**src/rtl/core/ubd_pkg.sv**
```systemverilog
// Package: shared types and constants of the UTF-8 byte decoder.
`timescale 1ns / 1ps

package ubd_pkg;

  // Field widths
  localparam int unsigned BYTE_W    = 8;
  localparam int unsigned CP_W      = 21;
  localparam int unsigned STATUS_W  = 2;
  localparam int unsigned TDATA_W   = 24;
  localparam int unsigned TRAIL_W   = 2;

  // Result status codes
  localparam logic [STATUS_W-1:0] ST_VALID  = 2'd0;
  localparam logic [STATUS_W-1:0] ST_BADHDR = 2'd1;
  localparam logic [STATUS_W-1:0] ST_CUT    = 2'd2;

  // Trailing-byte counts
  localparam logic [TRAIL_W-1:0] TRAIL_NONE  = 2'd0;
  localparam logic [TRAIL_W-1:0] TRAIL_ONE   = 2'd1;
  localparam logic [TRAIL_W-1:0] TRAIL_TWO   = 2'd2;
  localparam logic [TRAIL_W-1:0] TRAIL_THREE = 2'd3;

  // One decoded result
  typedef struct packed {
    logic [STATUS_W-1:0] status;
    logic [CP_W-1:0]     code_point;
  } result_t;

endpackage

```
**src/rtl/core/utf8_byte_decoder.sv**
```systemverilog
// Top level: UTF-8 byte decoder with stream input and output channels.
`timescale 1ns / 1ps
//
// Usage:
//   Slave channel s_*: one raw UTF-8 byte per transfer in s_tdata.
//   Master channel m_*: one result per transfer; m_tdata carries the code
//   point, m_tuser the status (valid, invalid header, sequence cut short).
//   An ASCII byte or the last trailing byte of a sequence yields a code
//   point; an 11111xxx header yields an invalid-header result; an ASCII
//   byte in the middle of a sequence yields a cut-sequence result and is
//   dropped. Header and non-final trailing bytes yield no result, stray
//   trailing bytes are ignored.
//   Output: a result is registered in the result register, or in the skid register while the receiver stalls.
//   Throughput: one byte per cycle while s_tready is high, set by the single
//   decode stage between the input transfer and the result register.
//   Stall: a two-entry output buffer (result register plus skid register)
//   keeps s_tready high while one result waits; s_tready drops only once
//   the skid register is also full, and rises again when the receiver
//   takes a result.
//   Reset (rst, synchronous, active high) clears the trailing count, the
//   accumulator and the valid flags of both output entries.

module utf8_byte_decoder (
  input  logic                        clk,
  input  logic                        rst,
  input  logic                        s_tvalid,
  output logic                        s_tready,
  input  logic [ubd_pkg::BYTE_W-1:0]  s_tdata,   // [7:0] byte_in
  output logic                        m_tvalid,
  input  logic                        m_tready,
  output logic [ubd_pkg::TDATA_W-1:0] m_tdata,   // [20:0] code_point, [23:21] zero
  output logic [ubd_pkg::STATUS_W-1:0] m_tuser   // [1:0] status
);

  logic [ubd_pkg::TRAIL_W-1:0] pending_trail, pending_trail_next;
  logic [ubd_pkg::CP_W-1:0]    accumulator, accumulator_next;
  logic                        emit;
  ubd_pkg::result_t            result_next;
  ubd_pkg::result_t            out_reg;
  ubd_pkg::result_t            skid_reg;
  logic                        skid_valid;
  logic                        in_xfer;
  logic                        out_xfer;
  logic [5:0]                  pay;

  assign in_xfer  = s_tvalid && s_tready;
  assign out_xfer = m_tvalid && m_tready;
  assign s_tready = !skid_valid;
  assign pay      = s_tdata[5:0];

  // Decode one byte against the current trailing count
  always_comb begin
    pending_trail_next      = pending_trail;
    accumulator_next        = accumulator;
    emit                    = 1'b0;
    result_next.code_point  = '0;
    result_next.status      = ubd_pkg::ST_VALID;
    priority if (!s_tdata[7]) begin
      emit = 1'b1;
      if (pending_trail != ubd_pkg::TRAIL_NONE) begin
        pending_trail_next = ubd_pkg::TRAIL_NONE;
        accumulator_next   = '0;
        result_next.status = ubd_pkg::ST_CUT;
      end else begin
        result_next.code_point = {13'd0, s_tdata};
      end
    end else if (s_tdata[6]) begin
      priority if (!s_tdata[5]) begin
        pending_trail_next = ubd_pkg::TRAIL_ONE;
        accumulator_next   = {10'd0, s_tdata[4:0], 6'd0};
      end else if (!s_tdata[4]) begin
        pending_trail_next = ubd_pkg::TRAIL_TWO;
        accumulator_next   = {5'd0, s_tdata[3:0], 12'd0};
      end else if (!s_tdata[3]) begin
        pending_trail_next = ubd_pkg::TRAIL_THREE;
        accumulator_next   = {s_tdata[2:0], 18'd0};
      end else begin
        pending_trail_next = ubd_pkg::TRAIL_NONE;
        accumulator_next   = '0;
        emit               = 1'b1;
        result_next.status = ubd_pkg::ST_BADHDR;
      end
    end else begin
      unique case (pending_trail)
        ubd_pkg::TRAIL_ONE: begin
          emit                   = 1'b1;
          result_next.code_point = accumulator | {15'd0, pay};
          pending_trail_next     = ubd_pkg::TRAIL_NONE;
          accumulator_next       = '0;
        end
        ubd_pkg::TRAIL_TWO: begin
          accumulator_next   = accumulator | {9'd0, pay, 6'd0};
          pending_trail_next = ubd_pkg::TRAIL_ONE;
        end
        ubd_pkg::TRAIL_THREE: begin
          accumulator_next   = accumulator | {3'd0, pay, 12'd0};
          pending_trail_next = ubd_pkg::TRAIL_TWO;
        end
        default: begin
          // stray trailing byte: drop it, hold state
          pending_trail_next = pending_trail;
        end
      endcase
    end
  end

  // Advance decode state on each input transfer
  always_ff @(posedge clk) begin
    if (rst) begin
      pending_trail <= ubd_pkg::TRAIL_NONE;
      accumulator   <= '0;
    end else if (in_xfer) begin
      pending_trail <= pending_trail_next;
      accumulator   <= accumulator_next;
    end
  end

  // Result register and skid register
  always_ff @(posedge clk) begin
    if (rst) begin
      m_tvalid   <= 1'b0;
      skid_valid <= 1'b0;
    end else if (skid_valid) begin
      if (out_xfer) begin
        out_reg    <= skid_reg;
        skid_valid <= 1'b0;
      end
    end else if (in_xfer && emit) begin
      if (!m_tvalid || out_xfer) begin
        out_reg  <= result_next;
        m_tvalid <= 1'b1;
      end else begin
        skid_reg   <= result_next;
        skid_valid <= 1'b1;
      end
    end else if (out_xfer) begin
      m_tvalid <= 1'b0;
    end
  end

  assign m_tdata = {3'd0, out_reg.code_point};
  assign m_tuser = out_reg.status;

  // Checks
  a_skid_implies_out: assert property (@(posedge clk) disable iff (rst)
    skid_valid |-> m_tvalid)
    else $error("skid entry held while result register empty");

  a_error_zero_cp: assert property (@(posedge clk) disable iff (rst)
    (m_tvalid && m_tuser != ubd_pkg::ST_VALID) |-> (m_tdata == '0))
    else $error("error result carries a nonzero code point");

  a_status_legal: assert property (@(posedge clk) disable iff (rst)
    m_tvalid |-> (m_tuser == ubd_pkg::ST_VALID || m_tuser == ubd_pkg::ST_BADHDR ||
                  m_tuser == ubd_pkg::ST_CUT))
    else $error("undefined status code on output");

  a_ascii_gives_result: assert property (@(posedge clk) disable iff (rst)
    (in_xfer && !s_tdata[7]) |=> m_tvalid)
    else $error("ASCII byte transfer produced no result");

endmodule
```
**config.mk**
```make
export PLATFORM = sky130hd
export DESIGN_NAME = utf8_byte_decoder
export DESIGN_NICKNAME = d
export VERILOG_FILES = /design/src/rtl/core/ubd_pkg.sv /design/src/rtl/core/utf8_byte_decoder.sv
export SDC_FILE = /design/constraint.sdc
export NUM_CORES = 1
export LEC_CHECK = 0
export BUFFER_PORTS_ARGS = -buffer_cell sky130_fd_sc_hd__buf_4
export CORE_MARGIN = 2
export CORE_UTILIZATION = 51
export DETAILED_ROUTE_END_ITERATION = 8
export GPL_TIMING_DRIVEN = 0
export PLACE_DENSITY = 0.75
export SLEW_MARGIN = 20
export SYNTH_ARGS = -nofsm -noshare
export SYNTH_HDL_FRONTEND = slang
export SYNTH_SLANG_ARGS = --single-unit
```
**constraint.sdc**
```tcl
create_clock -name clk -period 3.7 [get_ports clk]
set_input_delay 0.74 -clock clk [delete_from_list [all_inputs] [get_ports clk]]
set_output_delay 0.74 -clock clk [all_outputs]
set_load 0.02 [all_outputs]
```
# Yosys cells after proc, flatten, opt, wreduce, memory -nomap -nowiden
# Index checks and enable logic that the tools add are counted.
[totals] wordCells=75 inputBits=12 output_inout_bits=28 register_bits=71
[op_classes] reduce_logical=15 n_mux=40 bitwise=6 eq_ne=6
[op_table] op="2-to-1 mux 21 bit" n=8
[op_table] op="2-to-1 mux 23 bit" n=5
[op_table] op="one-hot mux 21 bit (3 select lines)" n=1
[op_table] op="bitwise OR 21 x 12 -> 21 bit" n=1
[op_table] op="bitwise OR 21 x 18 -> 21 bit" n=1
[op_table] op="bitwise OR 21 x 6 -> 21 bit" n=1
[op_table] op="2-to-1 mux 1 bit" n=16
[op_table] op="2-to-1 mux 2 bit" n=8
[op_table] op="nonzero test 2 bit" n=5
[op_table] op="AND reduction 4 bit" n=2
[op_table] op="2-to-1 mux 7 bit" n=1
[op_table] op="one-hot mux 2 bit (3 select lines)" n=1
[op_table] op="AND reduction 3 bit" n=2
[op_table] op="inequality test 5 x 2 -> 1 bit, second input constant" n=1
[op_table] op="== test 2 bit, second input constant" n=2
[op_table] op="inequality test 2 x 1 -> 1 bit, second input constant" n=2
[op_table] op="logical AND 1 bit" n=3
[op_table] op="NOT 1 bit" n=3
[op_table] op="== test 2 x 1 -> 1 bit, second input constant" n=1
[op_table] op="logical NOT 1 bit" n=2
[op_table] op="logical OR 1 bit" n=1

# Longest topological paths before layout
[logic_depth] ltp_word=8 ltp_mapped=5 mapped_depth_nobuf=3

# Least setup slack after synthesis
# OpenSTA, ideal clock, no wires.
[synth_timing] kind="input -> register" from="in s_tvalid" to="reg out_reg, in the netlist m_tdata[0], enable pin" setup_ns=0.442 path_slack_ns=0.070 arrival_ns=3.189 n_path_buf=1 stages=4 path_cell_list="nor2b_1 -> buf_2 -> o221ai_1 -> a221oi_1"
[synth_between] elab_chain_cells=4
[synth_lines] item="start: declaration" line_no="utf8_byte_decoder.sv:26" source="input logic s_tvalid,"
[synth_lines] item="logical AND 1 bit" line_no="utf8_byte_decoder.sv:46" source="assign in_xfer = s_tvalid && s_tready;"
[synth_lines] item="logical AND 1 bit" line_no="utf8_byte_decoder.sv:128" source="end else if (in_xfer && emit) begin"
[synth_lines] item="nonzero test 2 bit (no source line)"
[synth_lines] item="AND reduction 4 bit (no source line)"
[synth_lines] item="end signal: assignment" line_no="utf8_byte_decoder.sv:125" source="out_reg <= skid_reg;"
[synth_lines] item="end signal: assignment" line_no="utf8_byte_decoder.sv:130" source="out_reg <= result_next;"
[synth_lines] item="end: declaration" line_no="utf8_byte_decoder.sv:39" source="ubd_pkg::result_t out_reg;"
# No other way between the ends.
# A chain may end at the register's enable or synchronous reset.

# Worst setup path after layout
[layout_timing] from="in s_tvalid" to="reg out_reg, in the netlist m_tuser[1], enable pin"
# Same word-level chain as after synthesis.

==> results by group <==
Outcome
  – Status: completed

Global route
  – Largest net degree at the start of global routing: 24
  – Met1 usage: approximately a quarter
  – Antenna violations before repair: 0
  – First-pass GRT wire length: 8631 um
  – Number of global-route vias before repair: 1792
  – Global route hottest layer: met2
  – GR Util All Layers: 18.25%
  – Global Route met2 Usage: between 20% and 30%
  – Grt total ovfl: 0
  – GR Util met3: slightly above 5%

Synthesis
  – Synth warn: 0
  – Netlist cell types: 45
  – Post-synth top area share: a little under half
  – Ys flop type: edfxtp_1
  – Synth Area in XOR/XNOR: 0%
  – Adder-cell share of the synthesized area: 0%
  – Largest family of logic cells by synthesized area: simple AND/OR/NAND/NOR gates
  – Register bit count reported by yosys: 65
  – Compound-Gate Fraction of Synth Area: about an eighth
  – EDFF count, synth: 46
  – Yosys top cell by area: edfxtp_1
  – Synth Cell Area: between 2000 and 3000 sq um
  – Post-synth top cells: 46 x edfxtp_1, 27 x and2_1, 19 x dfxtp_1, 15 x inv_1, 15 x mux2_2
  – Most frequent cell after synthesis: edfxtp_1
  – Mean post-synth cell area: 13.03 sq um
  – Ys async rst share: 0%
  – Post-Synth Simple-Gate Area: between 10% and 20%
  – Cells after Synth: approximately 230
  – Multiplexer share of the synthesized area: roughly 7.3%
  – Register area share after synthesis: about three fifths
  – Top cells by area, synth: edfxtp_1 47%, dfxtp_1 13%, and2_1 5.8%, mux2_2 5.8%, o32ai_2 3.9%

Min path
  – HP Class: reg -> reg

Final layout
  – Layout cell share with drive strength beyond 1: around a third
  – Nets: between 200 and 300
  – Area Overhead vs Synth: 19.45%
  – Post-Layout Cell Count: 350
  – Diode count: 0
  – Largest register FFs: 23

Route
  – DR vias/cell: between 5 and 6
  – DRT antenna net count: 0
  – DRC errors left: 0
  – Initial DRT Pass Iterations: 4
  – DR vias: 1840
  – Initial DRC Count: 96
  – Drt total wl: between 5000 and 6000 um
  – Post-DR wirelength/cell: 15.16 um

Critical path
  – CP Max Fanout: 12
  – CP cell instances: buf_4 > nor2b_1 > buf_2 > o221ai_1 > a221oi_4 > buf_8
  – Arrival time worst endpoint: 2.61 ns
  – CP Capture Type: register
  – Slowest library cell on the worst path: a221oi_4
  – Setup crit start kind: input port
  – Critical Path RT: 3.74 ns
  – Cell family with most CP delay: compound AO/OA/AOI/OAI gates
  – CP Buf/Inv Count: 3
  – CP max stage delay: ~0.73 ns
  – CP Class: in -> reg

Run
  – MaxCap Viol Count: 0

Die
  – I/O Pins: 40
  – Starting Density: between 50% and 60%
  – Die ar.: 6373 sq um
  – Core area: around 5500 sq um
  – Die height: roughly 80 um
  – Die extent in x: between 70 and 80 um
  – Rows: 27

STA
  – Worst Tran Pin Value: just over 0.7 ns
  – Fmax: about 0.39 GHz
  – Period Utilization, post-route: between 60% and 70%
  – Final hold violations: 0
  – Fin crit period: 2.568 ns
  – Setup-failing EPs final: 0
  – Worst clock skew: about 0.0064 ns
  – RSZ-0062 raised after global routing: false
  – Rel. slew slack: between 50% and 60%
  – Final Max Tran Viols: 0

CTS
  – H-Tree Depth: 3
  – Clock-pin transition on the worst setup and hold timing paths: ~0.06 ns
  – TritonCTS Buffers: 9
  – Post-CTS resize count: 0
  – CTS Hold Bufs: 0
  – Clk buf depth: 2
  – Root Driver: clkbuf_8
  – Later-pin clock latency in the skew report: roughly 0.34 ns
  – CTS tree: built
  – Clock sink count: 65
  – Post-CTS Setup Inserts: 0

Power and ir drop
  – Final Power: 0.001525 W
  – Leakage: 1.323 nW
  – Peak VDD IR: roughly 0.0003 V
  – Pwr per Cell Area: 435.4 nW/um^2

Place
  – Placed Cells: 334
  – Gpl congestion: 0.8502
  – Port Buf Inserts: 34
  – DP HPWL: about 3700 um
-- through the flow --
stage	hold WS (ns)	setup WS (ns)	setup TNS (ns)	cell area (sq um)	utilization [%]
after global placement	0.4521	-1.065	-24.45	3286	59.30
after CTS	0.4620	1.149	0	3503	63.23
final	0.4594	1.132	0	3503	63.23
after detailed placement	0.4523	0.7881	0	3326	60.03
after floorplan	0.4399	0.06962	0	2940	-
after global routing	0.4868	1.018	0	3503	63.23
-- layer usage --
layer  share of wire (%)  up-vias  wire (um)
li1                    -      911          -
met1                  47      880       2491
met2                  47       40       2510
met3                 3.7        9        198
met4                 2.0        0        105
met5                   0        -          0
-- power by group --
part / total (W) / switching, W / leakage, nW / internal [W]
combinational: 0.000161 / 0.0000938 / 0.653 / 0.0000671
clock: 0.000557 / 0.000253 / 0.0898 / 0.000304
sequential: 0.000808 / 0.00000784 / 0.580 / 0.000800
total: 0.00153 / 0.000355 / 1.32 / 0.00117
-- area by class of cell --
cell class | count | area [sq um]
buffer | 18 | 97.59
fill | 465 | 2037
clock inverter | 5 | 46.29
inverter | 15 | 56.30
timing repair buffer | 35 | 270.3
tap | 72 | 90.09
clock buffer | 11 | 131.4
sequential | 65 | 1762
multi-input combinational | 129 | 1050
-- final timing paths --
| check | start | endpoint | slack (ns) | depth (start not counted) |
|---|---|---|---|---|
| hold / removal | accumulator[16] | accumulator[16] | 0.46 | 2 |
| setup / recovery | s_tvalid | m_tuser[1] | 1.13 | 6 |
| hold reg to reg | accumulator[16] | accumulator[16] | 0.46 | 2 |
| setup reg to reg | skid_valid | m_tuser[1] | 1.24 | 5 |
-- worst reg2reg max path: cells and delay by family (launching register included) --
family	cells	cell delay, ns
compound gates	2	1.06
buf+inv	2	0.52
flops	1	0.37
simple gates	1	0.21
-- cells by family after synthesis --
group / Yosys count
flops: 65
other cells: 1
simple gates: 66
buf+inv: 33
compound gates: 41
mux: 19
-- layout by cell type (no fill, tap or decap), types with 7 or more instances in the layout --
cell      synthesis  final
edfxtp_1         46     46
buf_4             3     37
and2_1           27     27
dfxtp_1          19     19
inv_1            15     15
mux2_2           15     15
buf_2             9      9
nand2b_1          9      9
clkbuf_8          0      9
nand2_1           7      7
clkbuf_1          5      7
o32ai_2           7      7
No activity file was read; power rests on OpenSTA's default activity.
